$ cat config.mk
export PLATFORM = sky130hd
export DESIGN_NAME = goldbach_partition_counter
export DESIGN_NICKNAME = d
export VERILOG_FILES = /design/src/gpc_pkg.sv /design/src/gpc_dp.sv /design/src/gpc_ctrl.sv /design/src/goldbach_partition_counter.sv
export SDC_FILE = /design/constraint.sdc
export NUM_CORES = 1
export LEC_CHECK = 0
export BUFFER_PORTS_ARGS = -buffer_cell sky130_fd_sc_hd__buf_2
export CAP_MARGIN = 10
export CORE_UTILIZATION = 62
export DETAILED_ROUTE_END_ITERATION = 6
export MAX_ROUTING_LAYER = met4
export PLACE_DENSITY_LB_ADDON = 0.08
export SLEW_MARGIN = 20
export SYNTH_ARGS = -nofsm -noshare
export SYNTH_HDL_FRONTEND = slang
export SYNTH_HIERARCHICAL = 1
export SYNTH_SLANG_ARGS = --single-unit
$ cat constraint.sdc
create_clock -name clk -period 4.3 [get_ports clk]
set_input_delay 0.86 -clock clk [delete_from_list [all_inputs] [get_ports clk]]
set_output_delay 0.86 -clock clk [all_outputs]
set_load 0.005 [all_outputs]
$ cat src/gpc_pkg.sv
// Shared definitions for the Goldbach partition counter.
// Holds result field widths, fixed constants and the controller/datapath
// command and status bundles. No dependencies.
package gpc_pkg;

    localparam int COUNT_W = 16;
    localparam int SMALL_W = 19;
    localparam int LARGE_W = 20;

    localparam logic [COUNT_W-1:0] COUNT_MAX = {COUNT_W{1'b1}};

    localparam int FIRST_PRIME = 2;
    localparam int FIRST_ODD_DIVISOR = 3;
    localparam int MIN_NUMBER = 4;

    // Commands from the controller to the datapath.
    typedef struct packed {
        logic start;
        logic load_p;
        logic load_q;
        logic test_init;
        logic div_start;
        logic div_step;
        logic next_div;
        logic record_pair;
        logic next_p;
        logic load_out;
    } gpc_cmd_t;

    // Status from the datapath to the controller.
    typedef struct packed {
        logic n_valid;
        logic p_done;
        logic v_lt2;
        logic v_lt4;
        logic v_even;
        logic bound_passed;
        logic div_last;
        logic rem_zero;
    } gpc_sts_t;

endpackage

$ cat src/gpc_dp.sv
// Datapath of the Goldbach partition counter: candidate, trial divisor,
// bit-serial remainder unit, pair tally and result registers.
// Depends on gpc_pkg.
module gpc_dp
    import gpc_pkg::*;
#(
    parameter int NUMBER_BITS = 20
)
(
    input  logic                   clk,
    input  logic [NUMBER_BITS-1:0] even_number,
    input  gpc_cmd_t               cmd,
    output gpc_sts_t               sts,
    output logic [COUNT_W-1:0]     pair_count,
    output logic [SMALL_W-1:0]     smaller_prime,
    output logic [LARGE_W-1:0]     larger_prime,
    output logic                   pair_found
);

    localparam int NB    = NUMBER_BITS;
    localparam int SQ_W  = NB + 2;
    localparam int CNT_W = $clog2(NB);

    logic [NB-1:0]      n_reg;
    logic [NB-1:0]      p_reg;
    logic [NB-1:0]      v_reg;
    logic [NB-1:0]      d_reg;
    logic [SQ_W-1:0]    dsq_reg;
    logic [NB-1:0]      rem_reg;
    logic [CNT_W-1:0]   bit_cnt_reg;
    logic [COUNT_W-1:0] count_reg;
    logic [NB-1:0]      small_reg;
    logic [NB-1:0]      large_reg;
    logic               found_reg;

    logic [COUNT_W-1:0] out_count_reg;
    logic [SMALL_W-1:0] out_small_reg;
    logic [LARGE_W-1:0] out_large_reg;
    logic               out_found_reg;

    logic [NB-1:0]          q_value;
    logic [NB:0]            rem_shift;
    logic [NB:0]            rem_diff;
    logic [NB-1:0]          rem_next;
    logic [SMALL_W+NB-1:0]  small_ext;
    logic [LARGE_W+NB-1:0]  large_ext;

    assign q_value   = n_reg - p_reg;
    assign rem_shift = {rem_reg, v_reg[bit_cnt_reg]};
    assign rem_diff  = rem_shift - {1'b0, d_reg};
    // The partial remainder always stays below the divisor, so NB bits hold it.
    assign rem_next  = (rem_shift >= {1'b0, d_reg}) ? rem_diff[NB-1:0] : rem_shift[NB-1:0];
    assign small_ext = {{SMALL_W{1'b0}}, small_reg};
    assign large_ext = {{LARGE_W{1'b0}}, large_reg};

    always_comb
    begin
        sts.n_valid      = (n_reg >= NB'(MIN_NUMBER)) && !n_reg[0];
        sts.p_done       = p_reg > (n_reg >> 1);
        sts.v_lt2        = v_reg < NB'(FIRST_PRIME);
        sts.v_lt4        = v_reg < NB'(MIN_NUMBER);
        sts.v_even       = !v_reg[0];
        sts.bound_passed = dsq_reg > {2'b00, v_reg};
        sts.div_last     = (bit_cnt_reg == '0);
        sts.rem_zero     = (rem_reg == '0);
    end

    always_ff @(posedge clk)
    begin
        if (cmd.start)
        begin
            n_reg     <= even_number;
            p_reg     <= NB'(FIRST_PRIME);
            count_reg <= '0;
            small_reg <= '0;
            large_reg <= '0;
            found_reg <= 1'b0;
        end
        if (cmd.load_p)
        begin
            v_reg <= p_reg;
        end
        if (cmd.load_q)
        begin
            v_reg <= q_value;
        end
        if (cmd.test_init)
        begin
            d_reg   <= NB'(FIRST_ODD_DIVISOR);
            dsq_reg <= SQ_W'(FIRST_ODD_DIVISOR * FIRST_ODD_DIVISOR);
        end
        if (cmd.div_start)
        begin
            rem_reg     <= '0;
            bit_cnt_reg <= CNT_W'(NB - 1);
        end
        if (cmd.div_step)
        begin
            rem_reg     <= rem_next;
            bit_cnt_reg <= bit_cnt_reg - 1'b1;
        end
        if (cmd.next_div)
        begin
            // (d + 2)^2 = d^2 + 4d + 4
            d_reg   <= d_reg + NB'(2);
            dsq_reg <= dsq_reg + {d_reg, 2'b00} + SQ_W'(4);
        end
        if (cmd.record_pair)
        begin
            if (count_reg != COUNT_MAX)
            begin
                count_reg <= count_reg + 1'b1;
            end
            small_reg <= p_reg;
            large_reg <= q_value;
            found_reg <= 1'b1;
        end
        if (cmd.next_p)
        begin
            p_reg <= p_reg + 1'b1;
        end
        if (cmd.load_out)
        begin
            out_count_reg <= count_reg;
            out_small_reg <= small_ext[SMALL_W-1:0];
            out_large_reg <= large_ext[LARGE_W-1:0];
            out_found_reg <= found_reg;
        end
    end

    assign pair_count    = out_count_reg;
    assign smaller_prime = out_small_reg;
    assign larger_prime  = out_large_reg;
    assign pair_found    = out_found_reg;

endmodule

$ cat src/gpc_ctrl.sv
// Controller of the Goldbach partition counter: sequences candidates,
// primality tests and remainder steps, and owns both handshakes.
// Depends on gpc_pkg.
module gpc_ctrl
    import gpc_pkg::*;
(
    input  logic     clk,
    input  logic     rst_n,
    input  logic     in_valid,
    output logic     in_stall,
    output logic     out_valid,
    input  logic     out_stall,
    input  gpc_sts_t sts,
    output gpc_cmd_t cmd
);

    typedef enum logic [2:0] {
        ST_IDLE,
        ST_SETUP,
        ST_P_CHECK,
        ST_CLASSIFY,
        ST_BOUND,
        ST_DIVIDE,
        ST_REM,
        ST_FINISH
    } state_t;

    state_t state_reg;
    state_t state_next;
    logic   testing_q_reg;
    logic   testing_q_next;
    logic   out_valid_reg;
    logic   out_valid_next;

    always_comb
    begin
        logic verdict;
        logic is_prime;

        verdict        = 1'b0;
        is_prime       = 1'b0;
        cmd            = '0;
        state_next     = state_reg;
        testing_q_next = testing_q_reg;
        out_valid_next = out_valid_reg && out_stall;

        case (state_reg)
            ST_IDLE:
            begin
                if (in_valid)
                begin
                    cmd.start  = 1'b1;
                    state_next = ST_SETUP;
                end
            end
            ST_SETUP:
            begin
                state_next = sts.n_valid ? ST_P_CHECK : ST_FINISH;
            end
            ST_P_CHECK:
            begin
                if (sts.p_done)
                begin
                    state_next = ST_FINISH;
                end
                else
                begin
                    cmd.load_p     = 1'b1;
                    testing_q_next = 1'b0;
                    state_next     = ST_CLASSIFY;
                end
            end
            ST_CLASSIFY:
            begin
                if (sts.v_lt2)
                begin
                    verdict = 1'b1;
                end
                else if (sts.v_lt4)
                begin
                    verdict  = 1'b1;
                    is_prime = 1'b1;
                end
                else if (sts.v_even)
                begin
                    verdict = 1'b1;
                end
                else
                begin
                    cmd.test_init = 1'b1;
                    state_next    = ST_BOUND;
                end
            end
            ST_BOUND:
            begin
                if (sts.bound_passed)
                begin
                    verdict  = 1'b1;
                    is_prime = 1'b1;
                end
                else
                begin
                    cmd.div_start = 1'b1;
                    state_next    = ST_DIVIDE;
                end
            end
            ST_DIVIDE:
            begin
                cmd.div_step = 1'b1;
                if (sts.div_last)
                begin
                    state_next = ST_REM;
                end
            end
            ST_REM:
            begin
                if (sts.rem_zero)
                begin
                    verdict = 1'b1;
                end
                else
                begin
                    cmd.next_div = 1'b1;
                    state_next   = ST_BOUND;
                end
            end
            ST_FINISH:
            begin
                if (!out_valid_reg || !out_stall)
                begin
                    cmd.load_out   = 1'b1;
                    out_valid_next = 1'b1;
                    state_next     = ST_IDLE;
                end
            end
            default:
            begin
                state_next = ST_IDLE;
            end
        endcase

        if (verdict)
        begin
            if (!testing_q_reg && is_prime)
            begin
                cmd.load_q     = 1'b1;
                testing_q_next = 1'b1;
                state_next     = ST_CLASSIFY;
            end
            else
            begin
                cmd.record_pair = testing_q_reg && is_prime;
                cmd.next_p      = 1'b1;
                state_next      = ST_P_CHECK;
            end
        end
    end

    always_ff @(posedge clk or negedge rst_n)
    begin
        if (!rst_n)
        begin
            state_reg     <= ST_IDLE;
            testing_q_reg <= 1'b0;
            out_valid_reg <= 1'b0;
        end
        else
        begin
            state_reg     <= state_next;
            testing_q_reg <= testing_q_next;
            out_valid_reg <= out_valid_next;
        end
    end

    assign in_stall  = (state_reg != ST_IDLE);
    assign out_valid = out_valid_reg;

endmodule

$ cat src/goldbach_partition_counter.sv
// Top level of the Goldbach partition counter: controller plus datapath.
// Depends on gpc_pkg, gpc_ctrl and gpc_dp.
//
//  Channel | Handshake          | Payload
//  --------+--------------------+--------------------------------------------
//  input   | in_valid, in_stall | even_number
//  output  | out_valid, out_stall | pair_count, smaller_prime, larger_prime,
//          |                    | pair_found
//
// One item is worked at a time. Each candidate p from 2 to n/2 is tested, and
// when p is prime its partner n-p is tested too. A tested value that is even
// or below four is settled in the classify state. For an odd value, every
// trial divisor takes a bound check, NUMBER_BITS one-bit remainder steps and
// a remainder check. A value found prime takes one more bound check.
// Besides the divisor work, each candidate takes a candidate check, the
// classify steps and the final bound checks, and each item takes setup, the
// last candidate check and the result load.
// Reset is asynchronous and active low; it clears only control state.
// The finished result sits in an output register, so a new transfer is taken
// as soon as the controller is idle even while out_stall holds the result.
module goldbach_partition_counter
    import gpc_pkg::*;
#(
    parameter int NUMBER_BITS = 20
)
(
    input  logic                   clk,
    input  logic                   rst_n,
    input  logic                   in_valid,
    output logic                   in_stall,
    input  logic [NUMBER_BITS-1:0] even_number,
    output logic                   out_valid,
    input  logic                   out_stall,
    output logic [COUNT_W-1:0]     pair_count,
    output logic [SMALL_W-1:0]     smaller_prime,
    output logic [LARGE_W-1:0]     larger_prime,
    output logic                   pair_found
);

    gpc_cmd_t cmd;
    gpc_sts_t sts;

    // The controller walks candidates and divisors; the datapath does the
    // arithmetic and reports the compare results it needs.
    gpc_ctrl u_ctrl (
        .clk       (clk),
        .rst_n     (rst_n),
        .in_valid  (in_valid),
        .in_stall  (in_stall),
        .out_valid (out_valid),
        .out_stall (out_stall),
        .sts       (sts),
        .cmd       (cmd)
    );

    gpc_dp #(
        .NUMBER_BITS (NUMBER_BITS)
    ) u_dp (
        .clk           (clk),
        .even_number   (even_number),
        .cmd           (cmd),
        .sts           (sts),
        .pair_count    (pair_count),
        .smaller_prime (smaller_prime),
        .larger_prime  (larger_prime),
        .pair_found    (pair_found)
    );

    // A transfer in starts a job, so the block must be busy on the next cycle.
    assert property (@(posedge clk) disable iff (!rst_n)
        (in_valid && !in_stall) |=> in_stall)
        else $error("input accepted but controller not busy");

    // The count saturates and never wraps, so it is nonzero exactly when a pair exists.
    assert property (@(posedge clk) disable iff (!rst_n)
        out_valid |-> (pair_found == (pair_count != '0)))
        else $error("pair_found disagrees with pair_count");

    // With no pair found, both primes report zero.
    assert property (@(posedge clk) disable iff (!rst_n)
        (out_valid && !pair_found) |-> (smaller_prime == '0 && larger_prime == '0))
        else $error("primes reported without a pair");

endmodule

Word-level counts from Yosys, hierarchy flattened
Index checks and enable logic that the tools add are counted.
{"block": "totals", "reg_bits": 244, "inputBits": 24, "output_inout_bits": 58, "wordCells": 136}
{"block": "op_classes", "add_sub_neg": 8, "order_cmp": 7, "eq_ne": 16, "n_mux": 68, "n_reduce_logical": 19}
{"op": "$mux W20", "count": 11}
{"op": "$mux W16", "count": 3}
{"op": "$mux W22", "count": 2}
{"op": "$sub A20 B20 Y20", "count": 2}
{"op": "$mux W3", "count": 11}
{"op": "$mux W1", "count": 32}
{"op": "$pmux W3 S8", "count": 1}
{"op": "$add A22 B22 Y22", "count": 1}
{"op": "$add A22 B3 Y22 const B", "count": 1}
{"op": "$gt A22 B20 Y1", "count": 1}
{"op": "$ge A21 B20 Y1", "count": 1}
{"op": "$add A20 B1 Y20 const B", "count": 1}
{"op": "$add A20 B2 Y20 const B", "count": 1}
{"op": "$ge A20 B3 Y1 const B", "count": 1}
{"op": "$gt A20 B19 Y1", "count": 1}
{"op": "$logic_not A20 Y1", "count": 1}
{"op": "$lt A20 B2 Y1 const B", "count": 1}
{"op": "$lt A20 B3 Y1 const B", "count": 1}
{"op": "$mux W19", "count": 1}
{"op": "$ne A3 B2 Y1 const B", "count": 6}
{"op": "$add A16 B1 Y16 const B", "count": 1}
{"op": "$ne A16 B16 Y1 const B", "count": 1}
{"op": "$eq A3 B3 Y1 const B", "count": 4}
{"op": "$mux W5", "count": 2}
{"op": "17 further kinds", "count": 30}

Longest topological paths before layout
{"block": "logic_depth", "depth_word": 8, "mapped_depth": 20, "ltp_nobuf": 19}

Cells and area by module
The synthesis kept the hierarchy.
{"module": "gpc_dp", "n_inst": 1, "cells_per_inst": 1202, "area_per_inst_um2": 13471.7, "seq_area_each_um2": 6886.6}
{"module": "gpc_ctrl", "n_inst": 1, "cells_per_inst": 52, "area_per_inst_um2": 421.7, "seq_area_each_um2": 125.1}

Worst setup path after synthesis
Ideal clock, no wire load.
{"block": "synth_path", "path_type": "input port to flip-flop", "from": "in out_stall", "to": "reg u_dp.out_large_reg[0] (netlist: u_dp/larger_prime[0]) (enable)", "setup_time_ns": 0.488, "t_arrival_ns": 3.534, "slack_ns": 0.278, "cell_stages": 1, "cell_sequence": "a21oi_1"}
{"block": "synth_between", "elab_chain_cells": 4}
{"item": "start: declaration", "line": "goldbach_partition_counter.sv:33", "text": "input logic out_stall,"}
{"item": "$logic_not A1 Y1", "line": "gpc_ctrl.sv:129", "text": "if (!out_valid_reg || !out_stall)"}
{"item": "$logic_or A1 B1 Y1", "line": "gpc_ctrl.sv:129"}
{"item": "$mux W1", "line": "gpc_ctrl.sv:129"}
{"item": "$mux W1", "line": "gpc_ctrl.sv:47", "text": "case (state_reg)"}
{"item": "end signal: assignment", "line": "gpc_dp.sv:126", "text": "out_large_reg <= large_ext[LARGE_W-1:0];"}
{"item": "end: declaration", "line": "gpc_dp.sv:38", "text": "logic [LARGE_W-1:0] out_large_reg;"}
No other way between the ends.
A chain may end at the register's enable or synchronous reset.

Final worst setup path
{"block": "layout_path", "from": "reg u_dp.bit_cnt_reg[0]", "to": "reg u_dp.rem_reg[18] (data pin)"}
{"block": "layout_between", "elab_chain_cells": 5}
{"item": "start: declaration", "line": "gpc_dp.sv:30", "text": "logic [CNT_W-1:0] bit_cnt_reg;"}
{"item": "start signal: assignment", "line": "gpc_dp.sv:95", "text": "bit_cnt_reg <= CNT_W'(NB - 1);"}
{"item": "start signal: assignment", "line": "gpc_dp.sv:100", "text": "bit_cnt_reg <= bit_cnt_reg - 1'b1;"}
{"item": "$bmux W1 S5 (*)", "line": "gpc_dp.sv:49", "text": "assign rem_shift = {rem_reg, v_reg[bit_cnt_reg]};"}
{"item": "$mux W1 (not written as such) (*)", "line": "gpc_dp.sv:49"}
{"item": "$sub A20 B20 Y20 / $ge A21 B20 Y1 (equally long branches)", "line": "gpc_dp.sv:50, gpc_dp.sv:52"}
{"item": "$mux W20 (*)", "line": "gpc_dp.sv:52", "text": "assign rem_next = (rem_shift >= {1'b0, d_reg}) ? rem_diff[NB-1:0] : rem_shift[NB-1:0];"}
{"item": "$mux W20 (*)", "line": "gpc_dp.sv:97", "text": "if (cmd.div_step)"}
{"item": "end signal: assignment", "line": "gpc_dp.sv:99", "text": "rem_reg <= rem_next;"}
{"item": "end: declaration", "line": "gpc_dp.sv:29", "text": "logic [NB-1:0] rem_reg;"}
Every way passes the cells marked *; elsewhere a longest branch is shown, timed or not. The select of a mux whose other input is x is not followed.

==> results.json <==
{
  "timing.critical_path.arrival_ns": 4.31,
  "grt-busiest-layer": "met2",
  "synth_area_um2": 13900,
  "peakVddDrop_v": 0.000441,
  "synth-edff-count": 218,
  "clock_sinks": 240,
  "grtUsageTotal_pct": 27.2,
  "synth_seq_cells": 240,
  "drive_gt1_share_pct": 12.2,
  "power.total_uw": 11300,
  "grt_pass1_vias": 9408,
  "finClkSkew_ns": 0.0134,
  "h-tree-depth": 1,
  "grt_use_met2_pct": 46.1,
  "required_ns": 4.58,
  "clk_latency_ns": 0.53,
  "use_met1_pct": 33.4,
  "ant_nets": 0,
  "synth_top_flop_cell": "edfxtp_1",
  "avgSynthCellArea_um2": 11.1,
  "rows": 54,
  "finalHoldViolations": 0,
  "max_freq_mhz": 248,
  "p_switching_uw": 4390,
  "end_kind": "flop",
  "p_seq_share_pct": 36.6,
  "route.detailed.drc": 0,
  "n_fill_cell": 1634,
  "synth.distinct_cells": 74,
  "clk_pin_slew_ns": 0.07,
  "fin_tns_setup_ns": 0,
  "antenna_found_initial": 0,
  "place_inst": 1601,
  "comb_power_share_pct": 44.0,
  "cts_setup_buffers": 0,
  "p_per_area_nw_per_um2": 732,
  "first_pass_iters": 5,
  "fin_cells": 1648,
  "tightest_slew_ns": 0.992,
  "synth_nets": 1395,
  "setup_ws_ns": 0.272,
  "finalSetupViolCount": 0,
  "cp_max_fo": 5,
  "fin_crit_ns": 4.03,
  "fp.coreArea_um2": 21900,
  "wire_per_inst_um": 18.4,
  "dpl.hpwl_mm": 22.2,
  "vias_per_cell": 5.96,
  "grtUsageMet3_pct": 3.74,
  "place_congestion": 0.925,
  "cts_tree": "yes",
  "io_pins": 82,
  "slew_headroom_pct": 33.9,
  "whs_ns": 0.146,
  "hold_path.class": "input port to asynchronous set/reset pin",
  "start_kind": "flop",
  "wl_mm": 30.3,
  "finalCritPeriodShare_pct": 93.7,
  "root_buffer": "clkbuf_16",
  "p_leak_uw": 0.00634,
  "chipWidth_um": 152,
  "io_buffers": 81,
  "start_util_pct": 63.5,
  "nets": 1490,
  "max-cap-violations": 0,
  "syn_to_final_growth_pct": 11.6,
  "syn_inst": 1254,
  "diodes": 0,
  "grt_pass1_wl_mm": 46.8,
  "rsz0062_at_grt": "no",
  "yosysSeqAreaShare_pct": 50.5,
  "slew_viol_final": 0,
  "yosysWarnings": 6,
  "power_frac_clock_pct": 19.5,
  "grt_overflow": 0,
  "critPathKind": "flop to flop",
  "numCtsBuffers": 26,
  "ys_async_sr_fraction_pct": 2.08,
  "place_ws_ns": 0.0755,
  "clockBufferDepth": 3,
  "first_iter_violations": 645,
  "die_h_um": 152,
  "intPower_uw": 6950,
  "switching_share_pct": 38.7,
  "die_area_um2": 23000,
  "grt_max_degree": 43,
  "status": "finished clean",
  "vias": 9814
}
## timing repair
action | CTS | global route
resized for setup | 0 | 2
hold buffers | 0 | 0
setup endpoints to repair | 0 | 49
## power by group through the flow
| stage | combinational [uW] | sequential [uW] | clock (uW) |
|---|---|---|---|
| final | 4990 | 4150 | 2210 |
| after global routing | 5530 | 4230 | 2340 |
| after detailed placement | 4930 | 4180 | 0 |
| after floorplan | 3830 | 3940 | 0 |
| after CTS | 4980 | 4140 | 2260 |
| after global placement | 4810 | 4170 | 0 |
## per-stage QoR
stage	util, %	area (um^2)
after floorplan	-	13900
after global placement	66.9	14600
after detailed placement	66.9	14600
after CTS	70.8	15500
after global routing	70.8	15500
final	70.8	15500
## cells in the final DEF (no fill, tap or decap), drive strengths merged, types with 4 or more instances in the layout
cell	count
a2111oi	4
a211oi	7
a21boi	11
a21o	33
a21oi	62
a31oi	9
and2	65
and3	19
and4	7
buf	96
clkbuf	38
dfrtp	5
dfxtp	17
edfxtp	218
ha	114
inv	101
mux2	5
mux2i	22
mux4	5
nand2	82
nand2b	4
nand3	43
nand4	14
nor2	80
nor2b	26
nor3	28
nor3b	4
nor4	20
o211ai	5
o21a	6
o21ai	52
o21bai	10
or2	8
or3	9
xnor2	59
xor2	25
## cell type report
class / count / area, um^2 / share of cell area (%)
inverters: 98 / 368 / 2.37
repair buffers: 96 / 518 / 3.34
multi-input cells: 887 / 6410 / 41.3
clock inverters: 9 / 83.8 / 0.541
clock buffers: 38 / 769 / 4.96
well taps: 280 / 350 / 2.26
flip-flops and latches: 240 / 7010 / 45.2
## path summary, 6_finish.rpt
kind	start	to	slack [ns]	cells after the start
setup / recovery	u_dp/bit_cnt_reg[0]	u_dp/rem_reg[18]	0.27	16
max in group asynchronous	rst_n	u_ctrl/state_reg[0]	3.99	1
hold / removal	rst_n	u_ctrl/testing_q_reg	0.15	1
hold reg to reg	u_dp/small_reg[16]	u_dp/smaller_prime[16]	0.42	0
setup reg to reg	u_dp/bit_cnt_reg[0]	u_dp/rem_reg[18]	0.27	16
min in group clk	u_dp/small_reg[16]	u_dp/smaller_prime[16]	0.42	0
## synth_stat cells, types with 4 or more instances
cell type | number | area [um^2]
clkbuf_1 | 21 | 78.8
o21a_1 | 6 | 45.0
nand4_1 | 14 | 87.6
nand2_1 | 82 | 308
nand3_1 | 43 | 215
or2_2 | 8 | 50.1
xor2_1 | 25 | 219
and4_1 | 7 | 61.3
xnor2_1 | 59 | 517
nor3_1 | 28 | 140
and3_1 | 19 | 119
nor3b_1 | 4 | 30.0
a21o_1 | 33 | 248
a31oi_1 | 8 | 50.1
dfxtp_1 | 17 | 340
a211oi_1 | 7 | 52.6
nand2b_1 | 4 | 25.0
edfxtp_1 | 218 | 6550
nor2_1 | 79 | 297
o21ai_0 | 50 | 250
o21bai_1 | 10 | 75.1
mux2i_1 | 22 | 220
a2111oi_0 | 4 | 35.0
nor2b_1 | 26 | 163
ha_1 | 114 | 1430
nor4_1 | 20 | 125
and2_1 | 65 | 407
a21boi_0 | 10 | 75.1
o211ai_1 | 5 | 37.5
inv_1 | 97 | 364
mux2_2 | 5 | 56.3
mux4_2 | 5 | 113
a21oi_1 | 61 | 305
or3_1 | 9 | 56.3
dfrtp_1 | 5 | 125
## kinds of logic (layout without fill, tap and decap cells)
group	after synthesis	in the layout	share of synthesized area, %
adder cells (fa/ha/maj)	117	117	10.7
flip-flops	240	240	50.5
buffers and inverters	127	241	3.62
multiplexers	32	32	2.80
XOR/XNOR	84	84	5.30
AO/OA/AOI/OAI	231	231	11.2
AND/OR/NAND/NOR	423	423	15.9
## critical path: stages, from the launching register on
cell and delay, ns:
edfxtp_1 0.46, mux4_2 0.52, mux2_2 0.29, nor3b_1 0.14, nor3_1 0.18, buf_4 0.15
inv_1 0.05, fa_1 0.39, a21o_1 0.19, a221oi_1 0.31, a211oi_1 0.18, nor2_1 0.17
nor3_1 0.09, o31a_1 0.31, xor2_1 0.14, mux2i_1 0.12, nor2b_1 0.06
## routing by layer
metal	vias to the layer above	routed length (um)	share of wire (%)
met5	-	0	0
met4	0	868	2.9
met3	70	1420	4.7
met2	252	15000	49
met1	4689	13000	43
li1	4803	-	-
Note: power is estimated with default switching activity, not from simulation.
